==> src/hdl/tep_pkg.sv <==
// package for the table entry replacement block
// item and result structs, operation codes, controller to datapath command/status
// no dependencies
package tep_pkg;

  // table geometry
  localparam int ENTRIES = 64;
  localparam int IDX_W   = $clog2(ENTRIES);
  localparam int CNT_W   = $clog2(ENTRIES + 1);
  localparam int PTR_W   = $clog2(ENTRIES + 1);
  localparam int KEY_W   = 32;
  localparam int SIZE_W  = 16;
  localparam int STAMP_W = 32;

  // item function codes
  localparam logic FUNC_FILL    = 1'b0;
  localparam logic FUNC_REPLACE = 1'b1;

  // victim policy codes
  localparam logic POLICY_CIRC = 1'b0;
  localparam logic POLICY_LRU  = 1'b1;

  typedef struct packed {
    logic               func;
    logic [IDX_W-1:0]   index;
    logic [KEY_W-1:0]   key;
    logic [SIZE_W-1:0]  size;
    logic [STAMP_W-1:0] stamp;
  } in_item_t;

  typedef struct packed {
    logic             replaced;
    logic [IDX_W-1:0] victim_index;
  } out_item_t;

  // datapath commit operations
  typedef enum logic [2:0] {
    OP_NONE,
    OP_FILL,
    OP_EMPTY,
    OP_CIRC,
    OP_LRU
  } op_t;

  typedef struct packed {
    logic load;
    logic scan_clear;
    logic scan_run;
    op_t  op;
  } cmd_t;

  typedef struct packed {
    logic func;
    logic full;
    logic policy;
    logic scan_done;
  } sts_t;

endpackage

==> src/hdl/table_entry_replacement_top.sv <==
// Table entry replacement block, top level.
//
// Channels:
//   in_item  : fill or replace item, taken at a clock edge with start high and busy low.
//   out_item : one result per item, shown for exactly one cycle with out_valid high;
//              the receiver takes it at the edge that ends that cycle and cannot stall.
//   cfg_*    : policy register write, taken when cfg_valid and cfg_ready are high;
//              cfg_ready is high whenever no item is in progress.
// Sequence: a fill, a replace on a table that is not full, and a circular-pointer
//   replace are settled in the decide state, the only busy state, and their result is strobed.
//   A least-recent replace walks the stamp memory one entry per cycle through its
//   single registered read port in the scan state before its result is strobed;
//   busy covers the decide and scan states.
// Throughput: one item at a time; a new item may be started in the cycle the
//   previous result is strobed.
// Reset: synchronous active-low rst_n clears all valid marks, the fill count, the
//   circular pointer and the policy (circular); no clearing pass is needed.
//   Entry key, size and stamp memories are not cleared.
// Depends on tep_pkg, tep_ctrl and tep_datapath.
module table_entry_replacement_top (
  input  logic                clk,
  input  logic                rst_n,
  input  logic                start,
  output logic                busy,
  input  tep_pkg::in_item_t   in_item,
  output logic                out_valid,
  output tep_pkg::out_item_t  out_item,
  input  logic                cfg_valid,
  output logic                cfg_ready,
  input  logic                cfg_data
);
  import tep_pkg::*;

  cmd_t cmd;
  sts_t sts;
  logic cfg_we;

  // config transfer
  assign cfg_ready = !busy;
  assign cfg_we    = cfg_valid && cfg_ready;

  tep_ctrl u_ctrl (
    .clk       (clk),
    .rst_n     (rst_n),
    .start     (start),
    .busy      (busy),
    .out_valid (out_valid),
    .sts       (sts),
    .cmd       (cmd)
  );

  tep_datapath u_dp (
    .clk      (clk),
    .rst_n    (rst_n),
    .in_item  (in_item),
    .cfg_we   (cfg_we),
    .cfg_data (cfg_data),
    .cmd      (cmd),
    .sts      (sts),
    .out_item (out_item)
  );

`ifndef SYNTHESIS
  // no result in the cycle right after an item transfer
  a_no_early_result: assert property (@(posedge clk) disable iff (!rst_n)
    (start && !busy) |=> !out_valid)
    else $error("result strobed one cycle after item transfer");

  // result strobe only while the block is idle
  a_result_when_idle: assert property (@(posedge clk) disable iff (!rst_n)
    out_valid |-> !busy)
    else $error("result strobed while busy");

  // strobe lasts a single cycle
  a_single_strobe: assert property (@(posedge clk) disable iff (!rst_n)
    out_valid |=> !out_valid)
    else $error("result strobe held longer than one cycle");

  // a replace result never reports a victim while the table was not full
  a_replace_needs_full: assert property (@(posedge clk) disable iff (!rst_n)
    (out_valid && out_item.replaced) |-> sts.full)
    else $error("victim reported on a table that is not full");
`endif

endmodule

==> src/hdl/tep_ctrl.sv <==
// controller for the table entry replacement block
// sequences decide, least-recent scan and commit; drives the result strobe
// depends on tep_pkg
module tep_ctrl (
  input  logic          clk,
  input  logic          rst_n,
  input  logic          start,
  output logic          busy,
  output logic          out_valid,
  input  tep_pkg::sts_t sts,
  output tep_pkg::cmd_t cmd
);
  import tep_pkg::*;

  typedef enum logic [1:0] {
    S_IDLE,
    S_DECIDE,
    S_SCAN
  } state_t;

  state_t state_r, state_nxt;
  logic   out_valid_r, out_valid_nxt;

  // next state and commands
  always_comb begin
    state_nxt      = state_r;
    out_valid_nxt  = 1'b0;
    cmd.load       = 1'b0;
    cmd.scan_clear = 1'b0;
    cmd.scan_run   = 1'b0;
    cmd.op         = OP_NONE;
    case (state_r)
      S_IDLE: begin
        if (start) begin
          cmd.load  = 1'b1;
          state_nxt = S_DECIDE;
        end
      end
      S_DECIDE: begin
        if (sts.func == FUNC_FILL) begin
          cmd.op        = OP_FILL;
          out_valid_nxt = 1'b1;
          state_nxt     = S_IDLE;
        end else if (!sts.full) begin
          cmd.op        = OP_EMPTY;
          out_valid_nxt = 1'b1;
          state_nxt     = S_IDLE;
        end else if (sts.policy == POLICY_CIRC) begin
          cmd.op        = OP_CIRC;
          out_valid_nxt = 1'b1;
          state_nxt     = S_IDLE;
        end else begin
          cmd.scan_clear = 1'b1;
          state_nxt      = S_SCAN;
        end
      end
      S_SCAN: begin
        cmd.scan_run = 1'b1;
        if (sts.scan_done) begin
          cmd.op        = OP_LRU;
          out_valid_nxt = 1'b1;
          state_nxt     = S_IDLE;
        end
      end
      default: begin
        state_nxt = S_IDLE;
      end
    endcase
  end

  // state and registered strobe
  always_ff @(posedge clk) begin
    if (!rst_n) begin
      state_r     <= S_IDLE;
      out_valid_r <= 1'b0;
    end else begin
      state_r     <= state_nxt;
      out_valid_r <= out_valid_nxt;
    end
  end

  assign busy      = (state_r != S_IDLE);
  assign out_valid = out_valid_r;

endmodule

==> src/hdl/tep_datapath.sv <==
// datapath for the table entry replacement block
// entry memories, valid marks and count, circular pointer, least-recent scan, result
// depends on tep_pkg
module tep_datapath (
  input  logic              clk,
  input  logic              rst_n,
  input  tep_pkg::in_item_t in_item,
  input  logic              cfg_we,
  input  logic              cfg_data,
  input  tep_pkg::cmd_t     cmd,
  output tep_pkg::sts_t     sts,
  output tep_pkg::out_item_t out_item
);
  import tep_pkg::*;

  localparam int RD_W = $clog2(ENTRIES + 1);

  in_item_t            item_r;
  logic                policy_r;
  logic [ENTRIES-1:0]  valid_r, valid_nxt;
  logic [CNT_W-1:0]    cnt_r, cnt_nxt;
  logic [PTR_W-1:0]    ptr_r, ptr_nxt;
  out_item_t           out_r;

  // entry storage
  logic [STAMP_W-1:0]        stamp_mem [ENTRIES];
  logic [KEY_W+SIZE_W-1:0]   ksz_mem   [ENTRIES];

  // scan state
  logic [RD_W-1:0]    rd_addr_r;
  logic [STAMP_W-1:0] rd_data_r;
  logic               cmp_vld_r;
  logic [IDX_W-1:0]   cmp_idx_r;
  logic [STAMP_W-1:0] best_r;
  logic [IDX_W-1:0]   best_idx_r;
  logic               scan_done_r;

  logic             wr_en;
  logic [IDX_W-1:0] wr_addr;
  logic [IDX_W-1:0] circ_pos;
  logic             rd_en;

  // circular victim: wraps to entry 0 once the pointer runs past the end
  assign circ_pos = (ptr_r < PTR_W'(ENTRIES)) ? ptr_r[IDX_W-1:0] : '0;

  // write address and enable per operation
  always_comb begin
    wr_en   = 1'b0;
    wr_addr = '0;
    case (cmd.op)
      OP_FILL: begin
        wr_en   = 1'b1;
        wr_addr = item_r.index;
      end
      OP_CIRC: begin
        wr_en   = 1'b1;
        wr_addr = circ_pos;
      end
      OP_LRU: begin
        wr_en   = 1'b1;
        wr_addr = best_idx_r;
      end
      default: begin
        wr_en   = 1'b0;
        wr_addr = '0;
      end
    endcase
  end

  // valid marks and fill count
  always_comb begin
    valid_nxt = valid_r;
    cnt_nxt   = cnt_r;
    if (wr_en && !valid_r[wr_addr]) begin
      valid_nxt[wr_addr] = 1'b1;
      cnt_nxt            = cnt_r + CNT_W'(1);
    end
  end

  // pointer advance
  always_comb begin
    ptr_nxt = ptr_r;
    if (cmd.op == OP_CIRC) begin
      ptr_nxt = (ptr_r < PTR_W'(ENTRIES)) ? ptr_r + PTR_W'(1) : PTR_W'(1);
    end
  end

  // control state
  always_ff @(posedge clk) begin
    if (!rst_n) begin
      policy_r <= POLICY_CIRC;
      valid_r  <= '0;
      cnt_r    <= '0;
      ptr_r    <= '0;
    end else begin
      if (cfg_we) begin
        policy_r <= cfg_data;
      end
      valid_r <= valid_nxt;
      cnt_r   <= cnt_nxt;
      ptr_r   <= ptr_nxt;
    end
  end

  // item capture and result register
  always_ff @(posedge clk) begin
    if (cmd.load) begin
      item_r <= in_item;
    end
    case (cmd.op)
      OP_FILL: begin
        out_r.replaced     <= 1'b0;
        out_r.victim_index <= item_r.index;
      end
      OP_EMPTY: begin
        out_r.replaced     <= 1'b0;
        out_r.victim_index <= '0;
      end
      OP_CIRC, OP_LRU: begin
        out_r.replaced     <= 1'b1;
        out_r.victim_index <= wr_addr;
      end
      default: begin
        out_r <= out_r;
      end
    endcase
  end

  assign rd_en = cmd.scan_run && (rd_addr_r < RD_W'(ENTRIES));

  // entry memories: one write port, one registered read port on stamps
  always_ff @(posedge clk) begin
    if (wr_en) begin
      stamp_mem[wr_addr] <= item_r.stamp;
      ksz_mem[wr_addr]   <= {item_r.key, item_r.size};
    end
    if (rd_en) begin
      rd_data_r <= stamp_mem[rd_addr_r[IDX_W-1:0]];
    end
  end

  // scan sequencing: one read issued per cycle, each compared in the cycle after its read
  always_ff @(posedge clk) begin
    if (!rst_n) begin
      rd_addr_r   <= '0;
      cmp_vld_r   <= 1'b0;
      scan_done_r <= 1'b0;
    end else if (cmd.scan_clear) begin
      rd_addr_r   <= '0;
      cmp_vld_r   <= 1'b0;
      scan_done_r <= 1'b0;
    end else if (cmd.scan_run) begin
      cmp_vld_r <= rd_en;
      if (rd_en) begin
        rd_addr_r <= rd_addr_r + RD_W'(1);
      end
      if (cmp_vld_r && (cmp_idx_r == IDX_W'(ENTRIES - 1))) begin
        scan_done_r <= 1'b1;
      end
    end
  end

  // running minimum, strict compare keeps the lowest index on ties
  always_ff @(posedge clk) begin
    if (rd_en) begin
      cmp_idx_r <= rd_addr_r[IDX_W-1:0];
    end
    if (cmd.scan_run && cmp_vld_r) begin
      if ((cmp_idx_r == '0) || (rd_data_r < best_r)) begin
        best_r     <= rd_data_r;
        best_idx_r <= cmp_idx_r;
      end
    end
  end

  assign sts.func      = item_r.func;
  assign sts.full      = (cnt_r == CNT_W'(ENTRIES));
  assign sts.policy    = policy_r;
  assign sts.scan_done = scan_done_r;
  assign out_item      = out_r;

endmodule
==> config.mk <==
export PLATFORM = sky130hd
export DESIGN_NAME = table_entry_replacement_top
export DESIGN_NICKNAME = d
export VERILOG_FILES = /design/src/hdl/tep_pkg.sv /design/src/hdl/table_entry_replacement_top.sv /design/src/hdl/tep_ctrl.sv /design/src/hdl/tep_datapath.sv
export SDC_FILE = /design/constraint.sdc
export NUM_CORES = 2
export LEC_CHECK = 0
export BUFFER_PORTS_ARGS = -buffer_cell sky130_fd_sc_hd__buf_2
export CELL_PAD_IN_SITES_DETAIL_PLACEMENT = 1
export CELL_PAD_IN_SITES_GLOBAL_PLACEMENT = 1
export CORE_UTILIZATION = 51
export DETAILED_ROUTE_END_ITERATION = 8
export PLACE_DENSITY_LB_ADDON = 0.05
export SYNTH_ARGS = -nofsm -noshare
export SYNTH_HDL_FRONTEND = slang
export SYNTH_SLANG_ARGS = --single-unit
==> constraint.sdc <==
create_clock -name clk -period 4.59 [get_ports clk]
set_clock_uncertainty 0.15 [all_clocks]
set_input_delay 0.459 -clock clk [delete_from_list [all_inputs] [get_ports clk]]
set_output_delay 0.459 -clock clk [all_outputs]
set_load 0.05 [all_outputs]
==> metrics <==
Hold Path Class=primary input to flop; Synth cell types=64; #FFs+latches synth=~2300; Worst EP arrival=between 4 and 5 ns; Worst setup SP type=flop; Syn Area/Cell=23.1 sq um; Max Root-Sink Buffers=3; Initial Util=0.516; gpl congestion=around 0.86; Crit Path Category=flop to flop; Syn Inst Count=3742; outcome=complete, no violations; Hold Vio Cnt, Final=0; core area=~0.17 sq mm; Syn. warnings=0; post-detailed-route wirelength per cell=around 36 um; GRT Residual Overflow=0; WP data required=around 5 ns; Worst Setup End Kind=flop; fillers=approximately 14000; Num CTS Buffers=224; max-slew violation total from the final report=0; initial antenna violation count=15; unrepaired setup endpoints after global routing=false; vias in the first global route=43400; area occupied by multi-input gates=about 0.019 sq mm; CTS tree=done; die height=around 410 um; number of core rows=150; Synth Flop Type=edfxtp_1; pwr dens=approximately 410 mW/mm^2; Max VDD drop=approximately 0.00037 V; Mapped Area=0.0865 sq mm; vias per inst=about 6.4; # nets final=4220; Die W=414 um; Worst slew margin=0.0179; DRC viols=0; MaxCap Viol Count=0; syn_nets=approximately 3900; Setup WS post-layout=0.300 ns; Tcrit/Tclk final=0.935; Clock Sink Count=approximately 2300; Pre-antenna DRT Iters=6; DRT iter0 DRCs=5120; CP cell instances=inv_1 -> ha_1 -> or3b_2 -> nor4_4 -> and2_1 -> a221o_1 -> nand2_1 -> buf_12 -> nor2_4 -> buf_4; Leakage=30.3 nW; share of layout cells above drive strength 1=0.311; clock slew at the register clock pins of the worst setup and hold paths=0.06 ns; Hold WS=approximately 0.16 ns; sequential fraction of the synthesis area=0.774; slowest CP cell=nor2_4; full die area=between 0.15 and 0.2 sq mm; IO Pins=about 100; Peak Freq=0.233 GHz; vias=approximately 42000; CP max stage delay=0.82 ns; Global Route Usage Sum=0.276; setup slack at placement=0.342 ns; # setup viols final=0; first-pass GRT wire length=326 mm; Detail Route Antenna Nets=0; CTS Root Buffer Type=clkbuf_16; pin count of the biggest net entering global routing=100; setup TNS=0 ns; worst-skew pair later-pin latency=a little under 0.9 ns; Tmin final=between 4 and 5 ns; Area growth syn-to-layout=14.7%; Post-synth EDFFs=approximately 2200; CP max FO=20; Routed Wire Length=about 230 mm; post-DP HPWL=131 mm; Reg2Reg Setup Slack=0.30 ns; ys async rst share=0; CTS H-tree lvls=4; Buffers on Ports=53; Worst-Margin Slew=1.47 ns; Register Area=between 0.06 and 0.07 sq mm
==> stage by stage <==
step | cell area [sq um] | power (mW) | utilization | std cells
floorplan | 86500 | 23.5 | - | 3742
global placement | 91800 | 23.9 | 0.547 | 6024
detailed placement | 91800 | 24.0 | 0.547 | 6024
CTS | 99200 | 41.4 | 0.591 | 6475
global route | 99200 | 42.1 | 0.591 | 6476
finish | 99300 | 41.1 | 0.592 | 6485
==> what timing repair did <==
| action | in CTS | in global routing |
|---|---|---|
| resized for setup | 0 | 0 |
| hold endpoints to repair | 56 | 0 |
| hold buffers | 44 | 0 |
| buffers inserted | 0 | 0 |
==> cell usage in the layout, fill, tap and decap left out, types with 6 or more instances in the layout <==
cell type / count
clkbuf_16: 225
bufinv_16: 15
xor2_1: 6
a21oi_1: 33
dfxtp_1: 85
o21ai_0: 13
buf_12: 72
and2_1: 9
buf_4: 141
clkbuf_1: 61
a31oi_1: 62
inv_1: 42
nor2_1: 102
nor3_1: 13
nand2_1: 68
and3_1: 12
ha_1: 38
edfxtp_1: 2170
a21o_1: 16
clkinv_1: 56
nand3_1: 23
nand2b_1: 8
mux4_2: 672
clkinv_2: 32
dlygate4sd3_1: 44
a32oi_1: 6
nand4_1: 20
mux2i_1: 13
diode_2: 10
buf_2: 53
nor2_4: 65
==> layout make-up <==
type,count,area share
clock inverters,118,0.0107
inverters,43,0.00163
diodes,10,0.000252
multi-input cells,1250,0.193
repair buffers,310,0.0323
well taps,2204,0.0278
flip-flops and latches,2261,0.675
clock buffers,289,0.0594
==> sequential cells by signal (all words and copies together) (netlist names), 6 cells and up <==
signal           cells
u_dp.rd_addr_r       7
u_dp.best_r         32
u_dp.valid_r        64
u_dp.cmp_idx_r       6
u_dp.best_idx_r      6
u_dp.ptr_r           7
u_dp.cnt_r           7
u_dp.out_item        7
u_dp.item_r         38
u_dp.stamp_mem    2048
u_dp.rd_data_r      32
==> critical path: cells and delay by family, from the launching register on <==
family                   cells  cell delay [ns]
buffers and inverters        3             0.67
AO/OA/AOI/OAI                1             0.47
flip-flops                   1             0.34
adder cells (fa/ha/maj)      1             0.19
AND/OR/NAND/NOR              5             2.10
==> cell families (layout without fill, tap and decap cells) <==
family          count (synthesis)  in the layout  synth area share
flops                        2261           2261             0.774
mux                           687            687             0.177
simple gates                  344            344            0.0184
buf+inv                       231            760            0.0107
compound gates                174            174            0.0141
fa+ha+maj                      38             38           0.00549
xor+xnor                        7              7          0.000708
other cells                     0             10                 0
==> final timing paths <==
kind / start / endpoint / cells after the start
min reg2reg: u_dp.valid_r[28]$_SDFFE_PN0P_ / u_dp.valid_r[28]$_SDFFE_PN0P_ / 2
max reg2reg: u_dp.cnt_r[0]$_SDFFE_PN0P_ / u_dp.stamp_mem[55][8]$_DFFE_PP_ / 10
min: in_item[3] / u_dp.item_r[3]$_DFFE_PP_ / 2
max: u_dp.cnt_r[0]$_SDFFE_PN0P_ / u_dp.stamp_mem[55][8]$_DFFE_PP_ / 10
==> power breakdown <==
| group | leakage, nW | switching (mW) | internal (mW) |
|---|---|---|---|
| sequential | 20.3 | 0.0346 | 22.7 |
| clock | 3.40 | 7.69 | 9.88 |
| combinational | 6.55 | 0.647 | 0.165 |
| total | 30.3 | 8.37 | 32.8 |
==> cells in the mapped netlist, types with 3 or more instances <==
| master | instances | area share |
|---|---|---|
| edfxtp_1 | 2170 | 0.75 |
| mux4_2 | 672 | 0.17 |
| nor2_1 | 167 | 0.0072 |
| clkbuf_1 | 120 | 0.0052 |
| dfxtp_1 | 91 | 0.021 |
| nand2_1 | 68 | 0.0029 |
| a31oi_1 | 62 | 0.0045 |
| buf_1 | 48 | 0.0021 |
| inv_1 | 42 | 0.0018 |
| ha_1 | 38 | 0.0055 |
| a21oi_1 | 34 | 0.0020 |
| nand3_1 | 23 | 0.0013 |
| nand4_1 | 20 | 0.0014 |
| a21o_1 | 16 | 0.0014 |
| mux2i_1 | 13 | 0.0015 |
| nor3_1 | 13 | 0.00075 |
| o21ai_0 | 13 | 0.00075 |
| and3_1 | 12 | 0.00087 |
| buf_2 | 12 | 0.00069 |
| and2_1 | 10 | 0.00072 |
| nand2b_1 | 8 | 0.00058 |
| a32oi_1 | 6 | 0.00061 |
| xor2_1 | 6 | 0.00061 |
| buf_4 | 5 | 0.00043 |
| o31ai_1 | 5 | 0.00043 |
| a211oi_1 | 4 | 0.00035 |
| a221o_1 | 4 | 0.00046 |
| a221oi_1 | 3 | 0.00030 |
| a221oi_2 | 3 | 0.00052 |
| buf_6 | 3 | 0.00039 |
| nand4b_1 | 3 | 0.00030 |
| nor2b_1 | 3 | 0.00022 |
| nor3_2 | 3 | 0.00035 |
| o211ai_1 | 3 | 0.00026 |
| o221a_2 | 3 | 0.00039 |
==> per-layer routing <==
metal	part of all wire	global-route usage	wire, um
met4	0.025	0.0707	5790
met5	0.00016	0	37
met1	0.41	0.391	95500
met2	0.50	0.456	115000
met3	0.067	0.0393	15400
(Power assumes the default switching activity.)
